===== config.mk =====
export PLATFORM = sky130hd
export DESIGN_NAME = mouse_multi_click_detector_top
export DESIGN_NICKNAME = d
export VERILOG_FILES = /design/src/rtl/mcd_pkg.sv /design/src/rtl/mouse_multi_click_detector_top.sv
export VERILOG_INCLUDE_DIRS = /design/src /design/src/rtl
export SDC_FILE = /design/constraint.sdc
export NUM_CORES = 1
export LEC_CHECK = 0
export BUFFER_PORTS_ARGS = -buffer_cell sky130_fd_sc_hd__buf_2
export CORE_UTILIZATION = 65
export DETAILED_ROUTE_END_ITERATION = 16
export GPL_TIMING_DRIVEN = 0
export PLACE_DENSITY = 0.95
export SYNTH_ARGS = -nofsm -noshare
export SYNTH_HDL_FRONTEND = slang
export SYNTH_SLANG_ARGS = --single-unit

===== constraint.sdc =====
create_clock -name clk -period 11.3 [get_ports clk]
set_input_delay 0.565 -clock clk [delete_from_list [all_inputs] [get_ports clk]]
set_output_delay 0.565 -clock clk [all_outputs]
set_load 0.005 [all_outputs]

===== src/rtl/mouse_multi_click_detector_top_assert.svh =====
// ----------------------------------------------------------------------------
// Assertion macros for the mouse multi-click detector
// Concurrent checks clocked on clk and disabled while rst_n is low.
// ----------------------------------------------------------------------------
`ifndef MOUSE_MULTI_CLICK_DETECTOR_TOP_ASSERT_SVH
`define MOUSE_MULTI_CLICK_DETECTOR_TOP_ASSERT_SVH

`ifndef SYNTHESIS

// Same-cycle implication.
`define MCD_ASSERT_IMP(lbl, ante, cons) \
    lbl: assert property (@(posedge clk) disable iff (!rst_n) (ante) |-> (cons)) \
        else $error("mcd assertion failed");

// Next-cycle implication.
`define MCD_ASSERT_NXT(lbl, ante, cons) \
    lbl: assert property (@(posedge clk) disable iff (!rst_n) (ante) |=> (cons)) \
        else $error("mcd assertion failed");

`else

`define MCD_ASSERT_IMP(lbl, ante, cons)
`define MCD_ASSERT_NXT(lbl, ante, cons)

`endif

`endif


===== src/rtl/mcd_pkg.sv =====
// ----------------------------------------------------------------------------
// mcd_pkg
// Fixed widths, input modes, register indexes, reset values, limits and queue sizes.
// ----------------------------------------------------------------------------
package mcd_pkg;

    localparam int MODE_W  = 2;
    localparam int CFG_W   = 8;
    localparam int CIDX_W  = 2;
    localparam int TICK_W  = 8;
    localparam int CLICK_W = 8;
    localparam int DELAY_W = 16;

    // Input modes
    localparam logic [MODE_W-1:0] MODE_BUTTON  = 2'd0;
    localparam logic [MODE_W-1:0] MODE_TICK    = 2'd1;
    localparam logic [MODE_W-1:0] MODE_POINTER = 2'd2;

    // Register indexes
    localparam logic [CIDX_W-1:0] CFG_DCLICK_TICKS = 2'd0;
    localparam logic [CIDX_W-1:0] CFG_EXTEND_TICKS = 2'd1;
    localparam logic [CIDX_W-1:0] CFG_MOVE_THRESH  = 2'd2;

    // Register reset values
    localparam logic [CFG_W-1:0] DCLICK_TICKS_RST = 8'd5;
    localparam logic [CFG_W-1:0] EXTEND_TICKS_RST = 8'd3;
    localparam logic [CFG_W-1:0] MOVE_THRESH_RST  = 8'd2;

    localparam logic [CLICK_W-1:0] CLICK_ONE = 8'd1;
    localparam logic [CLICK_W-1:0] CLICK_MAX = 8'hFF;
    localparam logic [DELAY_W-1:0] DELAY_MAX = 16'hFFFF;

    // Result queue
    localparam int EVQ_DEPTH = 4;
    localparam int EVQ_PTR_W = 2;
    localparam int EVQ_CNT_W = 3;

endpackage


===== src/rtl/mouse_multi_click_detector_top.sv =====
// ----------------------------------------------------------------------------
// Mouse multi-click detector, top level
// Turns button changes, timer ticks and pointer moves into click events.
// ----------------------------------------------------------------------------
// Usage:
//   in channel (in_valid/in_ready): one beat carries mode, buttons,
//     multi_click_wanted, tick_amount, pointer_x and pointer_y.
//   out channel (out_valid/out_ready): zero, one or two beats per input beat,
//     each with event_buttons, event_clicks and last_of_run (final event).
//   cfg channel (cfg_valid/cfg_ready, cfg_index, cfg_data): window length,
//     extension per click, move threshold. Always ready; write only while
//     no beat is in flight.
// Timing: a beat is held in the input register until two of the four queue
//   slots are free, then decoded; its events enter the queue and show on the out
//   channel from there. One input per cycle while two queue slots are free; the
//   out channel moves one event per cycle while out_ready is high.
// Reset: all state and the queue clear, registers take their defaults.
// Stall: with out_ready low the queue holds; once fewer than two slots are
//   free the input register holds and in_ready drops.
// ----------------------------------------------------------------------------
module mouse_multi_click_detector_top
    import mcd_pkg::*;
#(
    parameter int BUTTON_BITS = 8,
    parameter int COORD_BITS  = 12
)
(
    input  logic                   clk,
    input  logic                   rst_n,

    input  logic                   in_valid,
    output logic                   in_ready,
    input  logic [MODE_W-1:0]      mode,
    input  logic [BUTTON_BITS-1:0] buttons,
    input  logic                   multi_click_wanted,
    input  logic [TICK_W-1:0]      tick_amount,
    input  logic [COORD_BITS-1:0]  pointer_x,
    input  logic [COORD_BITS-1:0]  pointer_y,

    output logic                   out_valid,
    input  logic                   out_ready,
    output logic [BUTTON_BITS-1:0] event_buttons,
    output logic [CLICK_W-1:0]     event_clicks,
    output logic                   last_of_run,

    input  logic                   cfg_valid,
    output logic                   cfg_ready,
    input  logic [CIDX_W-1:0]      cfg_index,
    input  logic [CFG_W-1:0]       cfg_data
);

    typedef struct packed {
        logic [BUTTON_BITS-1:0] buttons;
        logic [CLICK_W-1:0]     clicks;
        logic                   last;
    } evt_t;

    localparam logic [EVQ_CNT_W-1:0] EVQ_ROOM2 = EVQ_CNT_W'(EVQ_DEPTH - 2);

    // Configuration registers
    logic [CFG_W-1:0] dclick_ticks_reg;
    logic [CFG_W-1:0] extend_ticks_reg;
    logic [CFG_W-1:0] move_thresh_reg;

    // Input register
    logic                   item_vld_reg;
    logic [MODE_W-1:0]      item_mode_reg;
    logic [BUTTON_BITS-1:0] item_btn_reg;
    logic                   item_multi_reg;
    logic [TICK_W-1:0]      item_tick_reg;
    logic [COORD_BITS-1:0]  item_x_reg;
    logic [COORD_BITS-1:0]  item_y_reg;

    // Detector state
    logic [BUTTON_BITS-1:0] true_btn_reg,  true_btn_next;
    logic [BUTTON_BITS-1:0] desired_reg,   desired_next;
    logic [CLICK_W-1:0]     click_reg,     click_next;
    logic [DELAY_W-1:0]     delay_reg,     delay_next;
    logic [COORD_BITS-1:0]  last_x_reg,    last_x_next;
    logic [COORD_BITS-1:0]  last_y_reg,    last_y_next;

    // Event queue
    evt_t                   evq_reg [EVQ_DEPTH];
    logic [EVQ_PTR_W-1:0]   wr_ptr_reg;
    logic [EVQ_PTR_W-1:0]   rd_ptr_reg;
    logic [EVQ_CNT_W-1:0]   cnt_reg;

    logic                   in_fire;
    logic                   proc_fire;
    logic                   pop;
    logic [1:0]             res_n;
    evt_t                   res0;
    evt_t                   res1;

    logic [DELAY_W:0]       delay_ext;
    logic [DELAY_W-1:0]     tick_amt;
    logic [COORD_BITS-1:0]  dx;
    logic [COORD_BITS-1:0]  dy;
    logic [COORD_BITS-1:0]  thresh;
    logic                   moved;

    assign cfg_ready = 1'b1;

    // Decode the held beat once two queue slots are free.
    assign proc_fire = item_vld_reg && (cnt_reg <= EVQ_ROOM2);
    assign in_ready  = !item_vld_reg || proc_fire;
    assign in_fire   = in_valid && in_ready;
    assign pop       = out_valid && out_ready;

    always_ff @(posedge clk or negedge rst_n)
    begin
        if (!rst_n)
        begin
            dclick_ticks_reg <= DCLICK_TICKS_RST;
            extend_ticks_reg <= EXTEND_TICKS_RST;
            move_thresh_reg  <= MOVE_THRESH_RST;
        end
        else if (cfg_valid && cfg_ready)
        begin
            case (cfg_index)
                CFG_DCLICK_TICKS: dclick_ticks_reg <= cfg_data;
                CFG_EXTEND_TICKS: extend_ticks_reg <= cfg_data;
                CFG_MOVE_THRESH:  move_thresh_reg  <= cfg_data;
                default:          ;
            endcase
        end
    end

    always_ff @(posedge clk or negedge rst_n)
    begin
        if (!rst_n)
            item_vld_reg <= 1'b0;
        else if (in_fire)
            item_vld_reg <= 1'b1;
        else if (proc_fire)
            item_vld_reg <= 1'b0;
    end

    always_ff @(posedge clk)
    begin
        if (in_fire)
        begin
            item_mode_reg  <= mode;
            item_btn_reg   <= buttons;
            item_multi_reg <= multi_click_wanted;
            item_tick_reg  <= tick_amount;
            item_x_reg     <= pointer_x;
            item_y_reg     <= pointer_y;
        end
    end

    // Window arithmetic
    assign delay_ext = {1'b0, delay_reg} + {{(DELAY_W + 1 - CFG_W){1'b0}}, extend_ticks_reg};
    assign tick_amt  = {{(DELAY_W - TICK_W){1'b0}}, item_tick_reg};
    assign dx        = (last_x_reg > item_x_reg) ? (last_x_reg - item_x_reg)
                                                 : (item_x_reg - last_x_reg);
    assign dy        = (last_y_reg > item_y_reg) ? (last_y_reg - item_y_reg)
                                                 : (item_y_reg - last_y_reg);
    assign thresh    = COORD_BITS'(move_thresh_reg);
    assign moved     = (dx > thresh) || (dy > thresh);

    always_comb
    begin
        true_btn_next = true_btn_reg;
        desired_next  = desired_reg;
        click_next    = click_reg;
        delay_next    = delay_reg;
        last_x_next   = last_x_reg;
        last_y_next   = last_y_reg;
        res_n         = 2'd0;
        res0          = '{buttons: desired_reg, clicks: click_reg, last: 1'b0};
        res1          = '{buttons: true_btn_reg, clicks: CLICK_ONE, last: 1'b1};

        case (item_mode_reg)
            MODE_BUTTON:
            begin
                if (item_btn_reg != true_btn_reg)
                begin
                    if (delay_reg != '0)
                    begin
                        // Matching change inside the window: count it, stretch the window.
                        if (item_btn_reg == desired_reg)
                        begin
                            if (click_reg != CLICK_MAX)
                                click_next = click_reg + CLICK_ONE;
                            delay_next = delay_ext[DELAY_W] ? DELAY_MAX
                                                            : delay_ext[DELAY_W-1:0];
                        end
                    end
                    else if (item_multi_reg && (item_btn_reg != '0) &&
                             (dclick_ticks_reg != '0))
                    begin
                        click_next   = CLICK_ONE;
                        desired_next = item_btn_reg;
                        delay_next   = {{(DELAY_W - CFG_W){1'b0}}, dclick_ticks_reg};
                    end
                    else
                    begin
                        res_n = 2'd1;
                        res0  = '{buttons: item_btn_reg, clicks: CLICK_ONE, last: 1'b1};
                    end
                    true_btn_next = item_btn_reg;
                end
            end
            MODE_TICK:
            begin
                if ((delay_reg != '0) && (item_tick_reg != '0))
                begin
                    if (tick_amt >= delay_reg)
                    begin
                        delay_next = '0;
                        if (desired_reg != true_btn_reg)
                            res_n = 2'd2;
                        else
                            res_n = 2'd1;
                        res0.last = (desired_reg == true_btn_reg);
                    end
                    else
                    begin
                        delay_next = delay_reg - tick_amt;
                    end
                end
            end
            MODE_POINTER:
            begin
                if ((delay_reg != '0) && moved)
                begin
                    delay_next = '0;
                    if (desired_reg != true_btn_reg)
                        res_n = 2'd2;
                    else
                        res_n = 2'd1;
                    res0.last = (desired_reg == true_btn_reg);
                end
                last_x_next = item_x_reg;
                last_y_next = item_y_reg;
            end
            default:
            begin
                // Unused mode: drop the beat.
            end
        endcase
    end

    always_ff @(posedge clk or negedge rst_n)
    begin
        if (!rst_n)
        begin
            true_btn_reg <= '0;
            desired_reg  <= '0;
            click_reg    <= '0;
            delay_reg    <= '0;
            last_x_reg   <= '0;
            last_y_reg   <= '0;
        end
        else if (proc_fire)
        begin
            true_btn_reg <= true_btn_next;
            desired_reg  <= desired_next;
            click_reg    <= click_next;
            delay_reg    <= delay_next;
            last_x_reg   <= last_x_next;
            last_y_reg   <= last_y_next;
        end
    end

    // Event queue: push up to two events, pop one.
    always_ff @(posedge clk)
    begin
        if (proc_fire && (res_n != 2'd0))
            evq_reg[wr_ptr_reg] <= res0;
        if (proc_fire && (res_n == 2'd2))
            evq_reg[wr_ptr_reg + EVQ_PTR_W'(1)] <= res1;
    end

    always_ff @(posedge clk or negedge rst_n)
    begin
        if (!rst_n)
        begin
            wr_ptr_reg <= '0;
            rd_ptr_reg <= '0;
            cnt_reg    <= '0;
        end
        else
        begin
            if (proc_fire)
                wr_ptr_reg <= wr_ptr_reg + EVQ_PTR_W'(res_n);
            if (pop)
                rd_ptr_reg <= rd_ptr_reg + EVQ_PTR_W'(1);
            cnt_reg <= cnt_reg + (proc_fire ? EVQ_CNT_W'(res_n) : '0)
                               - EVQ_CNT_W'(pop);
        end
    end

    assign out_valid     = (cnt_reg != '0);
    assign event_buttons = evq_reg[rd_ptr_reg].buttons;
    assign event_clicks  = evq_reg[rd_ptr_reg].clicks;
    assign last_of_run   = evq_reg[rd_ptr_reg].last;

    `include "mouse_multi_click_detector_top_assert.svh"

    // An open window always carries at least one click.
    `MCD_ASSERT_IMP(a_window_has_click, delay_reg != '0, click_reg != '0)
    // Every decode that emits events leaves the window closed.
    `MCD_ASSERT_NXT(a_emit_closes_window, proc_fire && (res_n != 2'd0), delay_reg == '0)
    // The queue never overflows.
    `MCD_ASSERT_IMP(a_queue_bound, 1'b1, cnt_reg <= EVQ_CNT_W'(EVQ_DEPTH))

endmodule


==> Word-level counts from Yosys, hierarchy flattened <==
Memories as Yosys holds them, arrays and structs flattened.
Cells that the tools add are included.
{ "totals": {"register_bits": 139, "mem_bits_rw": 68, "inputBits": 58, "output_inout_bits": 20, "elab_cells": 125, "mem_count": 1} }
{ "classes": {"add_sub_neg": 12, "order_cmp": 6, "n_eq_ne": 17, "muxes": 38, "bitwise": 1, "n_reduce_logical": 31} }
{ "memory_table": {"columns": ["name", "words", "width", "rd", "rd_ports_with_merged_regs", "write_ports", "line", "source"], "rows": [
  ["evq_reg", 4, 17, 1, 0, 2, "mouse_multi_click_detector_top.sv:83", "evt_t evq_reg [EVQ_DEPTH];"]
]} }
{ "ops": {"columns": ["cell", "n"], "rows": [
  ["16-bit 2-to-1 mux", 9],
  ["17-bit 2-to-1 mux", 3],
  ["16-bit case mux with 3 select lines", 1],
  ["12-bit subtractor", 4],
  ["8-bit 2-to-1 mux", 4],
  ["12-bit > comparator", 2],
  ["12-bit by 8-bit > comparator with 1-bit output", 2],
  ["12-bit 2-to-1 mux", 2],
  ["8-bit nonzero test", 3],
  ["16-bit by 8-bit adder with 17-bit output", 1],
  ["8-bit == test", 2],
  ["8-bit by 16-bit greater-or-equal comparator with 1-bit output", 1],
  ["8-bit != test", 2],
  ["16-bit nonzero test", 1],
  ["16-bit by 8-bit subtractor with 16-bit output", 1],
  ["1-bit 2-to-1 mux", 12],
  ["2-bit 2-to-1 mux", 5],
  ["1-bit logical AND", 9],
  ["8-bit by 1-bit adder with 8-bit output, second input constant", 1],
  ["8-bit != test, second input constant", 1],
  ["2-bit AND reduction", 4],
  ["7-bit AND reduction", 1],
  ["2-bit == test, second input constant", 3],
  ["2-bit != test, second input constant", 3],
  ["19 further kinds", 28]
]} }

==> Logic depth before layout (Yosys ltp) <==
{ "logic_depth": {"word_depth": 11, "mapped_depth": 30, "ltp_nobuf": 27} }

==> Worst setup path after synthesis <==
No wires, ideal clock.
{ "synth_path": {"kind": "flip-flop to flip-flop", "startpoint": "register last_y_reg[0]", "endpoint": "register cnt_reg[2]", "setup_time_ps": 123, "t_arrival_ps": 5135, "path_slack_ps": 6043, "stages_incl_launch_ff": 31, "n_path_buf": 4, "cell_sequence": "dfrtp_1 -> inv_1 -> ha_1 -> inv_1 -> fa_1 -> a21oi_1 -> o211a_1 -> o31ai_4 -> o21bai_1 -> buf_2 -> mux2i_1 -> o21ai_0 -> a21oi_1 -> o21ai_0 -> a221oi_1 -> xnor2_1 -> ha_1 -> a21o_1 -> a21oi_1 -> o21ai_0 -> a21oi_1 -> o221ai_1 -> a21o_1 -> buf_4 -> inv_2 -> buf_6 -> buf_6 -> ha_1 -> inv_1 -> fa_1 -> xnor2_1"} }
{ "synth_between": {"elab_chain_cells": 10} }
{ "synth_lines": {"columns": ["item", "line", "source"], "rows": [
  ["start, declared", "mouse_multi_click_detector_top.sv:80", "logic [COORD_BITS-1:0] last_y_reg, last_y_next;"],
  ["start signal, assigned", "mouse_multi_click_detector_top.sv:263", "last_y_reg <= last_y_next;"],
  ["12-bit subtractor (tied with other cells)", "mouse_multi_click_detector_top.sv:158", ": (item_y_reg - last_y_reg);"],
  ["12-bit 2-to-1 mux (*)", "mouse_multi_click_detector_top.sv:157", "assign dy = (last_y_reg > item_y_reg) ? (last_y_reg - item_y_reg)"],
  ["12-bit by 8-bit > comparator with 1-bit output (*)", "mouse_multi_click_detector_top.sv:160", "assign moved = (dx > thresh) || (dy > thresh);"],
  ["1-bit logical OR (*)", "mouse_multi_click_detector_top.sv:160", null],
  ["1-bit logical AND (*)", "mouse_multi_click_detector_top.sv:226", "if ((delay_reg != '0) && moved)"],
  ["2-bit 2-to-1 mux (*)", "mouse_multi_click_detector_top.sv:226", null],
  ["2-bit case mux with 3 select lines (*)", "mouse_multi_click_detector_top.sv:174", "case (item_mode_reg)"],
  ["2-bit 2-to-1 mux (*)", "mouse_multi_click_detector_top.sv:290", "cnt_reg <= cnt_reg + (proc_fire ? EVQ_CNT_W'(res_n) : '0)"],
  ["3-bit by 2-bit adder with 3-bit output (*)", "mouse_multi_click_detector_top.sv:290", null],
  ["3-bit by 1-bit subtractor with 3-bit output (*)", "mouse_multi_click_detector_top.sv:291", "- EVQ_CNT_W'(pop);"],
  ["end signal, assigned", "mouse_multi_click_detector_top.sv:290", null],
  ["end, declared", "mouse_multi_click_detector_top.sv:86", "logic [EVQ_CNT_W-1:0] cnt_reg;"]
]} }
Mark *: on every way between the ends. The rest lies on a longest branch, timed or not.
A chain may end at the register's enable or synchronous reset.

==> metrics.txt <==
outcome complete, no violations; slew at the pin closest to its max-slew limit approximately 1400 ps; Slowest cell on crit path o31ai_1; post-synth top area cell dfrtp_1; Die Span X about 140 microns; Max Fclk approximately 160 MHz; Longest Clk Path Bufs 3; # IOs between 70 and 80; final period utilization 0.568; row count about 50; first-pass iteration count of the detailed router 6; setup slack, reg-to-reg 4890 ps; count of final hold-check violations 0; CTS Root Cell clkbuf_16; Crit Path Class reg -> reg; required time of the worst setup path ~11,000 ps; number of unique standard cell types used by synthesis a little over 80; max incr delay on CP 1040 ps; synth top area cells dfrtp_1 18%, edfxtp_1 17%, ha_1 8.5%; EDFF count, synth 75; Post-Synthesis Cells 1,244; n_diodes 0; PortBufs 76; R2R depth 26; quantity of gates resized following cts 0; hold_buf cts 0; CTS Buf Count 23; share of cells above drive strength 1 0.176; top cell type's share of synthesized area 0.176; Hold Slack 55.4 ps; Clock Skews ~15 ps; WP buf/inv 7; core region area 19,500 sq um; Async SR Flop Fraction 0.464; H-Tree Depth 1; Finished Core Util 0.739; DR WL/cell roughly 19 microns; Post-Route WL roughly 32,000 microns; first-pass GRT wire length approximately 51,000 microns; worst r2r src last_y_reg[0]; post-synthesis sequential area ratio 0.417; P per Cell Area around 280 nW/um^2; TritonCTS clock tree done; Syn Area/Cell between 10 and 15 sq um; P&R area growth vs syn 11.4%; vias in the first global route between 10,000 and 15,000; Clk pin slew, worst setup/hold paths ~60 ps; number of setup buffers added after CTS 0; Detail Route Antenna Nets 0; WP data arrival around 6600 ps; GPL Wtd Cong 0.980; CP endpoint evq_reg[0][16]; relative slew slack 0.0954; Worst-Skew Late Latency 520 ps; largest net degree at the start of global routing 59; Cell Area, Synth 12,900 sq um; DRC viols 0; die area 20,400 sq um; GRT Util Overall 0.315; worst-path maximum fanout 10; final setup violation count 0; Worst IR Drop VDD roughly 0.19 mV; Ys Warns 0; initial drt markers between 1,000 and 1,500; total number of vias roughly 10,000; delay-heaviest family, CP compound AO/OA/AOI/OAI gates; Initial Util 0.663; WP depth 26; max reg flops between 60 and 70; die height 143 microns; Yosys reg bits 207; min Tclk post-route 6410 ps; post-layout power slightly below 4 mW; RSZ-0062 raised after global routing no; total gr overflow 0; Mapped Nets roughly 1,400; LEAKAGE 6.34 nW; vias per inst around 6.4; CTS sink count 207; CP Launch Point last_y_reg[0]; max-cap viol count 0; initial antenna violation count 0; Slew Viols, Final 0; Post-Route Setup TNS 0 ps; HP Class in -> async; non-filler instance count after layout 1,629; Crit. End Element register; Post-DP HPWL between 20,000 and 25,000 microns; Placed Instances approximately 1,600; FF-to-FF End evq_reg[0][16]; Final nets roughly 1,500; main flop type after synthesis dfrtp_1; CP Launch Type register
==> metrics by stage <==
stage / setup WS, ps / area, sq um
finish: 4890 / 14400
global route: 4290 / 14400
CTS: 4910 / 14400
detailed placement: 5020 / 13700
global placement: 5210 / 13600
floorplan: 6040 / 12900
==> cell families after synthesis <==
group / after synthesis / share of synthesized area
AO/OA/AOI/OAI: 338 / 0.173
AND/OR/NAND/NOR: 257 / 0.102
flip-flops: 207 / 0.417
buffers and inverters: 160 / 0.0529
multiplexers: 116 / 0.111
adder cells (fa/ha/maj): 95 / 0.0962
XOR/XNOR: 70 / 0.0475
other: 1 / 0.000291
==> layout make-up <==
cell class | instances | area (sq um)
multi-input cells | 877 | 6850
well taps | 265 | 332
plain buffers | 62 | 315
inverters | 98 | 368
repair buffers | 78 | 430
fillers | 1245 | 5080
clock inverters | 16 | 116
clock buffers | 26 | 587
flip-flops and latches | 207 | 5380
==> power by group <==
part           switching (mW)  internal [mW]
clock network           0.309          0.397
logic                    1.27          0.857
registers               0.147          0.979
==> worst min-delay path by stage <==
stage,start,to,cells past startpoint
after global placement,evq_reg[0][7],evq_reg[0][7],2
after CTS,rst_n,delay_reg[10],1
after detailed placement,evq_reg[0][4],evq_reg[0][4],2
after floorplan,rst_n,click_reg[0],0
after global routing,rst_n,delay_reg[10],1
final,rst_n,last_x_reg[10],1
==> worst reg2reg max path, cell delays in order, from the launching register on <==
cell      delay [ps]
dfrtp_1          400
inv_1             70
ha_1             190
inv_1             70
fa_1             390
a21oi_1          190
o211a_1          200
o31ai_4           90
o21bai_1         290
buf_2            320
mux2i_1          290
o21ai_0          120
a21oi_1          220
o21ai_0          110
a221oi_1         390
xnor2_1          130
ha_1             330
nand4_1          110
o21ai_0          170
a21oi_1          110
o221ai_1         110
a21o_1           150
buf_4            160
inv_2             60
buf_6            150
buf_6            140
o31ai_1         1040
==> cells in the final DEF, fill, tap and decap left out, types with 18 or more instances in the layout <==
| cell type | n |
|---|---|
| inv_1 | 95 |
| xnor2_1 | 42 |
| dfxtp_1 | 36 |
| clkbuf_16 | 23 |
| a31oi_1 | 18 |
| mux2_2 | 49 |
| buf_2 | 91 |
| ha_1 | 88 |
| clkbuf_1 | 34 |
| nand2_1 | 77 |
| dfrtp_1 | 91 |
| a21o_1 | 26 |
| o31ai_1 | 18 |
| edfxtp_1 | 75 |
| o21ai_0 | 94 |
| xor2_1 | 28 |
| mux2i_1 | 50 |
| o2bb2ai_1 | 33 |
| nor2_1 | 67 |
| a21oi_1 | 72 |
==> cell usage after synthesis (6+ instances only) <==
library cell and n:
a211oi_1 7, a21o_1 26, a21oi_1 72, a31oi_1 18
and3_1 13, buf_2 16, buf_6 6, clkbuf_1 31
dfrtp_1 91, dfxtp_1 36, edfxtp_1 75, fa_1 7
ha_1 88, inv_1 95, mux2_2 49, mux2i_1 50
mux4_2 17, nand2_1 77, nand2b_1 8, nand3_1 14
nand4_1 15, nor2_1 67, nor3_1 12, nor4_1 12
o211ai_1 9, o21a_1 6, o21ai_0 94, o2bb2ai_1 33
o31ai_1 19, xnor2_1 42, xor2_1 28
==> metal layers <==
metal  vias to the layer above  share of wire  GRT usage
met3                       111          0.077     0.0486
met1                      5043           0.40      0.403
met5                         -              0          0
met2                       556           0.48      0.531
li1                       4767              -          -
met4                         0          0.035      0.132
Power figures use the tool's default switching activity.
